$ cat src/hw/rtl/ngst_pkg.sv
// ----------------------------------------------------------------------------
// ngst_pkg
// Shared types and constants for the nested group soft threshold block.
// ----------------------------------------------------------------------------
package ngst_pkg;

  localparam int MAX_LAGS    = 16;
  localparam int VALUE_BITS  = 32;
  localparam int WEIGHT_BITS = 32;
  localparam int LAG_BITS    = 5;
  localparam int IDX_BITS    = 4;
  localparam int MUL_BITS    = 34;
  localparam int PROD_BITS   = 2 * MUL_BITS;
  localparam int TW_BITS     = 48;
  localparam int REM_BITS    = 36;
  localparam int SQRT_STEPS  = PROD_BITS / 2;
  localparam int DIV_STEPS   = 32;
  localparam int CNT_BITS    = 6;

  // Configuration register indexes.
  localparam logic REG_LAG_COUNT = 1'b0;
  localparam logic REG_THRESHOLD = 1'b1;

  typedef enum logic [3:0] {
    S_IDLE,
    S_TW,
    S_TWLAT,
    S_SQMUL,
    S_SQADD,
    S_SQRT,
    S_SQWAIT,
    S_ZERO,
    S_SCMUL,
    S_SCDIV,
    S_SCWAIT,
    S_NEXT,
    S_EMIT
  } state_t;

  typedef enum logic {
    OP_SQRT,
    OP_DIV
  } iter_op_t;

  typedef struct packed {
    logic                   start;
    iter_op_t               op;
    logic [PROD_BITS-1:0]   operand;
    logic [MUL_BITS-1:0]    divisor;
  } iter_req_t;

  typedef struct packed {
    logic                   done;
    logic [MUL_BITS-1:0]    result;
    logic                   rem_zero;
  } iter_rsp_t;

endpackage

$ cat src/hw/rtl/nested_group_soft_threshold.sv
// ----------------------------------------------------------------------------
// nested_group_soft_threshold
// Hierarchical group lasso proximal step over one lag group in Q16.16.
// ----------------------------------------------------------------------------
// Timing: a word that does not close a group is stored, and the block stays
// idle for the next word. A closing word of a group of L elements starts the
// level walk; each level forms its weighted threshold, sums the squares of its
// tail, takes the root, then zeroes the tail or scales each tail element with
// a divide. Then L results follow on consecutive cycles. Throughput is set by
// the shared square root and divide unit. The receiver cannot stall. Reset
// clears the sequencer, fill count, threshold and strobe; lag_count gets 16.
module nested_group_soft_threshold (
  input  logic        clk,
  input  logic        rst,
  input  logic        start,
  output logic        busy,
  input  logic [31:0] element_value,
  input  logic [31:0] level_weight,
  output logic        result_strobe,
  output logic [31:0] result_value,
  output logic        last_of_group,
  input  logic        wr_en,
  input  logic        wr_index,
  input  logic [31:0] wr_data
);

  // Configuration registers.
  logic [ngst_pkg::LAG_BITS-1:0]    lag_count;
  logic [ngst_pkg::WEIGHT_BITS-1:0] threshold;

  // Group store. Each array is read at one sequencer address at a time.
  logic [ngst_pkg::VALUE_BITS-1:0]  value_store  [ngst_pkg::MAX_LAGS];
  logic [ngst_pkg::WEIGHT_BITS-1:0] weight_store [ngst_pkg::MAX_LAGS];

  ngst_pkg::state_t                 state, state_next;
  logic [ngst_pkg::LAG_BITS-1:0]    load_count;
  logic [ngst_pkg::LAG_BITS-1:0]    grp_len;
  logic [ngst_pkg::IDX_BITS-1:0]    lvl;
  logic [ngst_pkg::LAG_BITS-1:0]    pos;
  logic [ngst_pkg::PROD_BITS-1:0]   prod;
  logic [ngst_pkg::PROD_BITS-1:0]   ssum;
  logic [ngst_pkg::TW_BITS-1:0]     tw;
  logic [ngst_pkg::MUL_BITS-1:0]    root;
  logic [ngst_pkg::MUL_BITS-1:0]    num;

  ngst_pkg::iter_req_t              iter_req;
  ngst_pkg::iter_rsp_t              iter_rsp;

  logic                             accept;
  logic [ngst_pkg::LAG_BITS-1:0]    eff_len;
  logic [ngst_pkg::IDX_BITS-1:0]    wr_ptr;
  logic [ngst_pkg::LAG_BITS-1:0]    filled;
  logic                             closes;
  logic                             tail_end;
  logic                             zero_tail;
  logic [ngst_pkg::VALUE_BITS-1:0]  cur_val;
  logic [ngst_pkg::VALUE_BITS-1:0]  cur_mag;
  logic [ngst_pkg::VALUE_BITS-1:0]  new_val;
  logic [ngst_pkg::MUL_BITS-1:0]    mul_a;
  logic [ngst_pkg::MUL_BITS-1:0]    mul_b;

  assign busy   = (state != ngst_pkg::S_IDLE);
  assign accept = start && !busy;

  // Group length follows lag_count, clamped to one through the store depth.
  always_comb begin
    if (lag_count == '0) begin
      eff_len = ngst_pkg::LAG_BITS'(1);
    end else if (lag_count > ngst_pkg::LAG_BITS'(ngst_pkg::MAX_LAGS)) begin
      eff_len = ngst_pkg::LAG_BITS'(ngst_pkg::MAX_LAGS);
    end else begin
      eff_len = lag_count;
    end
  end

  assign wr_ptr = (load_count >= ngst_pkg::LAG_BITS'(ngst_pkg::MAX_LAGS)) ?
                  ngst_pkg::IDX_BITS'(ngst_pkg::MAX_LAGS - 1) :
                  load_count[ngst_pkg::IDX_BITS-1:0];
  assign filled = {1'b0, wr_ptr} + 1'b1;
  assign closes = (filled >= eff_len);

  assign tail_end = ((pos + 1'b1) == grp_len);
  assign cur_val  = value_store[pos[ngst_pkg::IDX_BITS-1:0]];
  assign cur_mag  = cur_val[ngst_pkg::VALUE_BITS-1] ? (~cur_val + 1'b1) : cur_val;
  assign new_val  = cur_val[ngst_pkg::VALUE_BITS-1] ?
                    (~iter_rsp.result[31:0] + 1'b1) : iter_rsp.result[31:0];

  // The tail is zeroed when its norm is at most tw. With n the integer root,
  // that holds when n < tw, or when n == tw and the root was exact.
  assign zero_tail = ({14'd0, iter_rsp.result} < tw) ||
                     (({14'd0, iter_rsp.result} == tw) && iter_rsp.rem_zero);

  ngst_iter u_iter (
    .clk (clk),
    .rst (rst),
    .req (iter_req),
    .rsp (iter_rsp)
  );

  // Next state.
  always_comb begin
    state_next = state;
    unique case (state)
      ngst_pkg::S_IDLE:   if (accept && closes) state_next = ngst_pkg::S_TW;
      ngst_pkg::S_TW:     state_next = ngst_pkg::S_TWLAT;
      ngst_pkg::S_TWLAT:  state_next = ngst_pkg::S_SQMUL;
      ngst_pkg::S_SQMUL:  state_next = ngst_pkg::S_SQADD;
      ngst_pkg::S_SQADD:  state_next = tail_end ? ngst_pkg::S_SQRT : ngst_pkg::S_SQMUL;
      ngst_pkg::S_SQRT:   state_next = ngst_pkg::S_SQWAIT;
      ngst_pkg::S_SQWAIT: begin
        if (iter_rsp.done) begin
          state_next = zero_tail ? ngst_pkg::S_ZERO : ngst_pkg::S_SCMUL;
        end
      end
      ngst_pkg::S_ZERO:   state_next = tail_end ? ngst_pkg::S_NEXT : ngst_pkg::S_ZERO;
      ngst_pkg::S_SCMUL:  state_next = ngst_pkg::S_SCDIV;
      ngst_pkg::S_SCDIV:  state_next = ngst_pkg::S_SCWAIT;
      ngst_pkg::S_SCWAIT: begin
        if (iter_rsp.done) begin
          state_next = tail_end ? ngst_pkg::S_NEXT : ngst_pkg::S_SCMUL;
        end
      end
      ngst_pkg::S_NEXT:   state_next = (lvl == '0) ? ngst_pkg::S_EMIT : ngst_pkg::S_TW;
      ngst_pkg::S_EMIT:   state_next = tail_end ? ngst_pkg::S_IDLE : ngst_pkg::S_EMIT;
      default:            state_next = ngst_pkg::S_IDLE;
    endcase
  end

  // Multiplier operands and requests to the root and divide unit.
  always_comb begin
    mul_a            = '0;
    mul_b            = '0;
    iter_req.start   = 1'b0;
    iter_req.op      = ngst_pkg::OP_SQRT;
    iter_req.operand = ssum;
    iter_req.divisor = root;
    unique case (state)
      ngst_pkg::S_TW: begin
        mul_a = {2'b00, threshold};
        mul_b = {2'b00, weight_store[lvl]};
      end
      ngst_pkg::S_SQMUL: begin
        mul_a = {2'b00, cur_mag};
        mul_b = {2'b00, cur_mag};
      end
      ngst_pkg::S_SCMUL: begin
        mul_a = {2'b00, cur_mag};
        mul_b = num;
      end
      ngst_pkg::S_SQRT: begin
        iter_req.start = 1'b1;
      end
      ngst_pkg::S_SCDIV: begin
        iter_req.start   = 1'b1;
        iter_req.op      = ngst_pkg::OP_DIV;
        iter_req.operand = prod;
      end
      default: begin
      end
    endcase
  end

  // Control registers.
  always_ff @(posedge clk) begin
    if (rst) begin
      state         <= ngst_pkg::S_IDLE;
      load_count    <= '0;
      lag_count     <= ngst_pkg::LAG_BITS'(ngst_pkg::MAX_LAGS);
      threshold     <= '0;
      result_strobe <= 1'b0;
    end else begin
      state         <= state_next;
      result_strobe <= (state == ngst_pkg::S_EMIT);
      if (accept) begin
        load_count <= closes ? '0 : filled;
      end
      if (wr_en) begin
        unique case (wr_index)
          ngst_pkg::REG_LAG_COUNT: lag_count <= wr_data[ngst_pkg::LAG_BITS-1:0];
          ngst_pkg::REG_THRESHOLD: threshold <= wr_data;
          default: begin
          end
        endcase
      end
    end
  end

  // Datapath registers.
  always_ff @(posedge clk) begin
    unique case (state)
      ngst_pkg::S_IDLE: begin
        if (accept) begin
          value_store[wr_ptr]  <= element_value;
          weight_store[wr_ptr] <= level_weight;
          grp_len              <= filled;
          lvl                  <= wr_ptr;
        end
      end
      ngst_pkg::S_TW: prod <= mul_a * mul_b;
      ngst_pkg::S_TWLAT: begin
        tw   <= prod[63:16];
        ssum <= '0;
        pos  <= {1'b0, lvl};
      end
      ngst_pkg::S_SQMUL: prod <= mul_a * mul_b;
      ngst_pkg::S_SQADD: begin
        ssum <= ssum + prod;
        if (!tail_end) pos <= pos + 1'b1;
      end
      ngst_pkg::S_SQWAIT: begin
        if (iter_rsp.done) begin
          root <= iter_rsp.result;
          num  <= iter_rsp.result - tw[ngst_pkg::MUL_BITS-1:0];
          pos  <= {1'b0, lvl};
        end
      end
      ngst_pkg::S_ZERO: begin
        value_store[pos[ngst_pkg::IDX_BITS-1:0]] <= '0;
        pos <= pos + 1'b1;
      end
      ngst_pkg::S_SCMUL: prod <= mul_a * mul_b;
      ngst_pkg::S_SCWAIT: begin
        if (iter_rsp.done) begin
          value_store[pos[ngst_pkg::IDX_BITS-1:0]] <= new_val;
          pos <= pos + 1'b1;
        end
      end
      ngst_pkg::S_NEXT: begin
        if (lvl == '0) begin
          pos <= '0;
        end else begin
          lvl <= lvl - 1'b1;
        end
      end
      ngst_pkg::S_EMIT: begin
        result_value  <= cur_val;
        last_of_group <= tail_end;
        pos           <= pos + 1'b1;
      end
      default: begin
      end
    endcase
  end

`ifndef SYNTHESIS
  // A result word only ever follows a cycle of the emit phase.
  a_strobe_from_emit: assert property (@(posedge clk) disable iff (rst)
    result_strobe |-> $past(state == ngst_pkg::S_EMIT))
    else $error("result strobe outside emit phase");

  // The final word of a group is followed by a gap before any further word.
  a_gap_after_last: assert property (@(posedge clk) disable iff (rst)
    (result_strobe && last_of_group) |=> !result_strobe)
    else $error("result after last word of group");

  // The shared unit never finishes while the sequencer sits idle.
  a_iter_quiet_idle: assert property (@(posedge clk) disable iff (rst)
    (state == ngst_pkg::S_IDLE) |-> !iter_rsp.done)
    else $error("root or divide unit active while idle");
`endif

endmodule

$ cat src/hw/rtl/ngst_iter.sv
// ----------------------------------------------------------------------------
// ngst_iter
// Restoring digit unit: integer square root (two bits a step) or division
// (one bit a step), sharing one compare and subtract.
// ----------------------------------------------------------------------------
module ngst_iter (
  input  logic               clk,
  input  logic               rst,
  input  ngst_pkg::iter_req_t req,
  output ngst_pkg::iter_rsp_t rsp
);

  logic [ngst_pkg::PROD_BITS-1:0] shreg;
  logic [ngst_pkg::REM_BITS-1:0]  rem;
  logic [ngst_pkg::MUL_BITS-1:0]  quo;
  logic [ngst_pkg::MUL_BITS-1:0]  divisor;
  logic [ngst_pkg::CNT_BITS-1:0]  cnt;
  ngst_pkg::iter_op_t             op;
  logic                           run;

  logic [ngst_pkg::REM_BITS-1:0]  trial_rem;
  logic [ngst_pkg::REM_BITS-1:0]  trial_sub;
  logic                           fits;

  always_comb begin
    if (op == ngst_pkg::OP_SQRT) begin
      trial_rem = {rem[ngst_pkg::REM_BITS-3:0], shreg[ngst_pkg::PROD_BITS-1 -: 2]};
      trial_sub = {quo, 2'b01};
    end else begin
      trial_rem = {rem[ngst_pkg::REM_BITS-2:0], shreg[ngst_pkg::PROD_BITS-1]};
      trial_sub = {2'b00, divisor};
    end
    fits = (trial_rem >= trial_sub);
  end

  always_ff @(posedge clk) begin
    if (rst) begin
      run <= 1'b0;
    end else if (req.start) begin
      run <= 1'b1;
    end else if (run && cnt == '0) begin
      run <= 1'b0;
    end
  end

  always_ff @(posedge clk) begin
    if (req.start) begin
      op      <= req.op;
      divisor <= req.divisor;
      quo     <= '0;
      if (req.op == ngst_pkg::OP_SQRT) begin
        shreg <= req.operand;
        rem   <= '0;
        cnt   <= ngst_pkg::CNT_BITS'(ngst_pkg::SQRT_STEPS);
      end else begin
        // The quotient fits 32 bits, so the upper part is already below the divisor.
        shreg <= {req.operand[31:0], {(ngst_pkg::PROD_BITS-32){1'b0}}};
        rem   <= {2'b00, req.operand[65:32]};
        cnt   <= ngst_pkg::CNT_BITS'(ngst_pkg::DIV_STEPS);
      end
    end else if (run && cnt != '0) begin
      cnt <= cnt - 1'b1;
      if (op == ngst_pkg::OP_SQRT) begin
        shreg <= {shreg[ngst_pkg::PROD_BITS-3:0], 2'b00};
      end else begin
        shreg <= {shreg[ngst_pkg::PROD_BITS-2:0], 1'b0};
      end
      rem <= fits ? (trial_rem - trial_sub) : trial_rem;
      quo <= {quo[ngst_pkg::MUL_BITS-2:0], fits};
    end
  end

  assign rsp.done     = run && (cnt == '0);
  assign rsp.result   = quo;
  assign rsp.rem_zero = (rem == '0);

endmodule
$ cat config.mk
export PLATFORM = sky130hd
export DESIGN_NAME = nested_group_soft_threshold
export DESIGN_NICKNAME = d
export VERILOG_FILES = /design/src/hw/rtl/ngst_pkg.sv /design/src/hw/rtl/nested_group_soft_threshold.sv /design/src/hw/rtl/ngst_iter.sv
export SDC_FILE = /design/constraint.sdc
export NUM_CORES = 2
export LEC_CHECK = 0
export BUFFER_PORTS_ARGS = -buffer_cell sky130_fd_sc_hd__clkbuf_2
export CELL_PAD_IN_SITES_DETAIL_PLACEMENT = 2
export CELL_PAD_IN_SITES_GLOBAL_PLACEMENT = 2
export CORE_ASPECT_RATIO = 0.5
export CORE_UTILIZATION = 30
export DETAILED_ROUTE_END_ITERATION = 10
export GPL_ROUTABILITY_DRIVEN = 0
export HOLD_SLACK_MARGIN = 0.15
export PLACE_DENSITY = 0.62
export SLEW_MARGIN = 10
export SYNTH_ARGS = -nofsm -noshare
export SYNTH_HDL_FRONTEND = slang
export SYNTH_SLANG_ARGS = --single-unit
$ cat constraint.sdc
create_clock -name clk -period 14.8 [get_ports clk]
set_clock_uncertainty 0.15 [all_clocks]
set_input_delay 3.7 -clock clk [delete_from_list [all_inputs] [get_ports clk]]
set_output_delay 3.7 -clock clk [all_outputs]
set_load 0.03 [all_outputs]
# Word level (Yosys, flattened, before mapping)
# Memory sizes are Yosys's and may differ from the RTL's. A register that Yosys moved wholly into a read port is not among the register bits.
# Index checks and enable logic that the tools add are counted.
# classes
addsub,9
mul,1
magnitude_cmp,5
eq_ne,21
muxes,58
n_bitwise,4
reduce_logical,31
# op_table
op,n
2-to-1 mux 68 bit,4
2-to-1 mux 36 bit,5
one-hot mux 68 bit (2 select lines),1
2-to-1 mux 32 bit,4
one-hot mux 34 bit (3 select lines),1
2-to-1 mux 69 bit,1
adder 68 bit,1
multiplier 34 x 34 -> 68 bit,1
adder 32 x 1 -> 32 bit (second input constant),2
NOT 32 bit,2
one-hot mux 32 bit (2 select lines),1
2-to-1 mux 4 bit,13
one-hot mux 4 bit (13 select lines),1
equality test 34 x 48 -> 1 bit,1
less-than comparator 34 x 48 -> 1 bit,1
greater-or-equal comparator 36 bit,1
logical NOT 36 bit,1
subtractor 36 bit,1
2-to-1 mux 5 bit,7
2-to-1 mux 34 bit,1
subtractor 34 bit,1
OR reduction 32 bit,1
one-hot mux 5 bit (6 select lines),1
equality test 4 bit (second input constant),5
other kinds (33),71
# totals
ff_bits,526
ramBits,1024
output_inout_bits,35
wordCells,153
memories,2
# mem_list
memory,words,word_bits,read_ports,rd_ports_with_merged_regs,wr,line,source
value_store,16,32,1,1,1,nested_group_soft_threshold.sv:32,logic [ngst_pkg::VALUE_BITS-1:0] value_store [ngst_pkg::MAX_LAGS];
weight_store,16,32,1,1,1,nested_group_soft_threshold.sv:33,logic [ngst_pkg::WEIGHT_BITS-1:0] weight_store [ngst_pkg::MAX_LAGS];

# Depth between registers and ports, before layout
# logic_depth
depth_word,8
depth_mapped,51
mapped_depth_nobuf,41

# Modules after synthesis
# Synthesis repeated with hierarchy kept, for this count alone.
# hier_totals
cells_unflattened,8799
area_unflattened_um2,105417.4
# by_module_without_submodules
module,n_inst,cells_each,area_each_um2,seq_area_each_um2
nested_group_soft_threshold,1,7707,94419.3,40829.2
ngst_iter,1,1092,10998.0,5054.8

# Worst setup path after synthesis
# Ideal clock, no wire load.
# synth_timing
kind,reg-to-reg
startpoint,register with a tool-made name
endpoint,register prod[60] (netlist bit) (data pin)
arrival_ns,10.467
t_required_ns,14.385
slack_ns,3.918
stages_incl_launch_ff,41
path_buffers,8
period_less_slack_ns,10.882
cell_sequence,dfxtp_1 buf_6 buf_8 buf_12 buf_8 buf_6 buf_6 mux4_2 mux4_2 inv_1 ha_1 nand3_1 nor2_1 a21oi_1 xnor2_1 o221a_2 clkbuf_1 buf_1 [... 5 more ...] fa_1 inv_1 fa_1 fa_1 fa_1 fa_1 ha_1 a21o_1 a21o_1 a21oi_1 o21ai_0 or4_1 o21ai_0 nor4_1 o21ai_0 o21ai_0 a21oi_1 xnor2_1
# synth_rtl
element,line,source
end signal: assignment,nested_group_soft_threshold.sv:199,ngst_pkg::S_TW: prod <= mul_a * mul_b;
end signal: assignment,nested_group_soft_threshold.sv:205,ngst_pkg::S_SQMUL: prod <= mul_a * mul_b;
end signal: assignment,nested_group_soft_threshold.sv:221,ngst_pkg::S_SCMUL: prod <= mul_a * mul_b;
end: declaration,nested_group_soft_threshold.sv:40,logic [ngst_pkg::PROD_BITS-1:0] prod;

==> reports/results.txt <==
CTS Root Cell: clkbuf_16
TritonCTS Buffers: 165
Startpoint Class: flop
fraction of layout cells with a size suffix above 1: 0.121
CTS tree: done
Post-Syn Area: 105,000 sq um
# Post-CTS Setup Buffers: 0
DR DRC count: 2
Avg Cell Area, Syn: 12.0 sq um
Final Instance Area: 117,000 sq um
Max clock buf depth: 4
CP most frequent cell: fa_1
drt total wl: 404 mm
Core ar.: 348,000 sq um
Clock transition at path regs: 60 ps
Max Freq: 70.1 MHz
full die area: 352,000 sq um
final period utilization: 0.965
Crit path required time: 15,200 ps
post-DP HPWL: 303 mm
RSZ-0062 raised after global routing: no
cts hold-fix bufs: 0
IO Pins: 136
number of synthesized flops with an enable pin: 1,468
NumNets Final: 10,300
Max Cap Viol: 0
area grow syn2layout: 11.6%
synth warn: 0
violated checks: DRC
Worst Setup End Kind: flop
sw frac: 0.246
Final min period: 14,270 ps
grt ovf: 0
Synth Instances: 8,768
fill count: 36,700
Yosys cell types: 101
Tot Pwr: 9.81 mW
leakage power: 46.4 nW
wire per inst: 29.6 microns
Setup WS post-layout: 525 ps
Max H-tree Level: 4
FF+latch count, synth: 1,558
Crit Path Max Fanout: 47
initial DRC count: 5,867
NetSw: 2.41 mW
Worst-Margin Slew: 1380 ps
Worst path slowest cell: nor4_1
setup TNS: 0 ps
post-cts repair resize count: 0
first-pass GRT wire length: 578 mm
DRT antenna net count: 0
final hold violations: 0
syn_nets: 10,300
Placement Cell Area: 112,000 sq um
flop-to-flop setup slack: 530 ps
Async S/R FF share, synth: 0
Die Y: 420 microns
maximum VDD drop: 85.4 uV
Pins Over Slew Limit: 0
port bufs: 135
Int Pwr: 7.40 mW
hold path depth: 0
Avg Vias per Cell: 5.22
worst min path class: reg -> reg
Critical Path AT: 14,670 ps
Pre-antenna DRT Iters: 8
register area share after synthesis: 0.438
slowest stage delay, CP: 1200 ps
largest net degree at the start of global routing: 101
Place WS: 772 ps
Main synth FF type: edfxtp_1
status: complete, but fails checks
worst-skew pair later-pin latency: 870 ps
Clock Sinks: 1,558
GRT Total Usage: 0.227
power density over the cells: 83.8 nW/um^2
DIE WIDTH: 838 microns
Initial Util: 0.302
Reg power frac: 0.502
Worst Reg2Reg Path Length in Cells: 33
count of final setup violators: 0
std cell rows: 153
routed via count: 71,200
share of power burned in combinational logic: 0.080
initial antenna violation count: 38
clock power share: 0.418
Worst slew margin: 0.0740
Crit Path Class: reg -> reg
vias in the first global route: 78,100
-- area by class of cell --
type	count	area [sq um]	area share
clock buffers	204	4340	0.0371
well taps	4650	5820	0.0497
flip-flops and latches	1558	45900	0.392
repair buffers	394	2670	0.0228
diodes	15	37.5	0.000321
multi-input cells	5636	53400	0.456
inverters	1103	4140	0.0354
clock inverters	85	744	0.00636
-- logic make-up after synthesis --
kind of cell             synth area share
AO/OA/AOI/OAI                      0.0707
XOR/XNOR                           0.0212
adder cells (fa/ha/maj)             0.234
buffers and inverters              0.0603
flip-flops                          0.438
multiplexers                       0.0817
AND/OR/NAND/NOR                    0.0942
-- Yosys cell counts (all sizes together) (27+ instances only) --
master	n	area, sq um
dfxtp	90	1800
xor2	102	893
a21oi	345	1730
nor2b	44	275
inv	1100	4130
o21ai	340	1710
ha	426	5330
a221oi	33	289
xnor2	152	1330
a31oi	29	196
fa	961	19200
nor2	678	2550
nand2	1107	4180
a21o	120	901
o31ai	36	270
edfxtp	1468	44100
mux2	52	586
nor3	59	305
o21bai	33	248
buf	168	1040
nand4	52	325
mux2i	197	1970
o21a	47	353
and2	81	507
mux4	264	6010
nand2b	45	282
nor4	34	255
nand3	109	546
and3	27	169
clkbuf	303	1140
-- layer usage --
layer / track usage / routed length (microns)
met4: 0.0509 / 10100
met5: 0 / 50
met3: 0.0363 / 23800
met2: 0.370 / 187000
met1: 0.319 / 183000
-- layout by cell type (no fill, tap or decap), types with 32 or more instances in the layout --
master / Yosys / final
nor2_4: 1 / 36
mux2i_1: 197 / 197
a221oi_1: 33 / 32
clkbuf_2: 2 / 135
xnor2_1: 152 / 152
and2_1: 80 / 80
clkbuf_1: 301 / 36
o31ai_1: 36 / 36
nor2b_1: 44 / 43
o21ai_1: 26 / 36
nor3_1: 57 / 52
o21ai_0: 313 / 263
mux4_2: 248 / 248
mux2_2: 52 / 52
buf_4: 24 / 255
nand2_1: 1096 / 1092
xor2_1: 102 / 102
clkbuf_16: 0 / 168
a21o_1: 120 / 120
inv_1: 1099 / 1099
nand2b_1: 45 / 44
edfxtp_1: 1468 / 1468
dfxtp_1: 90 / 83
a21oi_1: 345 / 339
nor2_1: 676 / 640
fa_1: 961 / 961
ha_1: 426 / 426
nand4_1: 52 / 52
nand3_1: 109 / 108
o21bai_1: 33 / 33
o21a_1: 47 / 47
-- per-stage QoR --
step / util / hold slack [ps] / cells
floorplan: - / 250 / 8768
global placement: 0.322 / 250 / 13300
detailed placement: 0.322 / 256 / 13300
CTS: 0.336 / 271 / 13600
global route: 0.337 / 275 / 13600
finish: 0.337 / 270 / 13600
-- registers in the layout (all words and copies together), names as in the netlist, 36 cells and up, named ones only --
| register | count |
|---|---|
| u_iter.rem | 36 |
| u_iter.shreg | 68 |
| value_store | 512 |
| weight_store | 512 |
| ssum | 68 |
| tw | 48 |
| prod | 68 |
-- power by group through the flow --
stage          clock [mW]  sequential, mW  combinational, mW
2_1_floorplan           0            4.97              0.413
3_3_place_gp            0            5.01              0.766
3_5_place_dp            0            5.01              0.786
4_1_cts              4.19            4.92              0.789
5_1_grt              4.34            4.92              0.828
6_report             4.10            4.92              0.786
-- final timing paths --
kind	endpoint	startpoint
worst max register to register	prod[66]	flop
worst max-delay path	prod[66]	flop
worst min register to register	u_iter.divisor[29]	root[29]
worst min-delay path	u_iter.divisor[29]	root[29]
-- critical path, delay by kind of cell (launching register included) --
family | cells | cell delay (ps)
adders and majority gates | 9 | 4310
and+or+nand+nor | 10 | 3500
AOI/OAI and AO/OA | 5 | 2190
muxes | 2 | 1250
buffers and inverters | 6 | 1040
xor gates and xnor gates | 1 | 710
DFF | 1 | 700
Note: power is estimated with default switching activity, not from simulation.
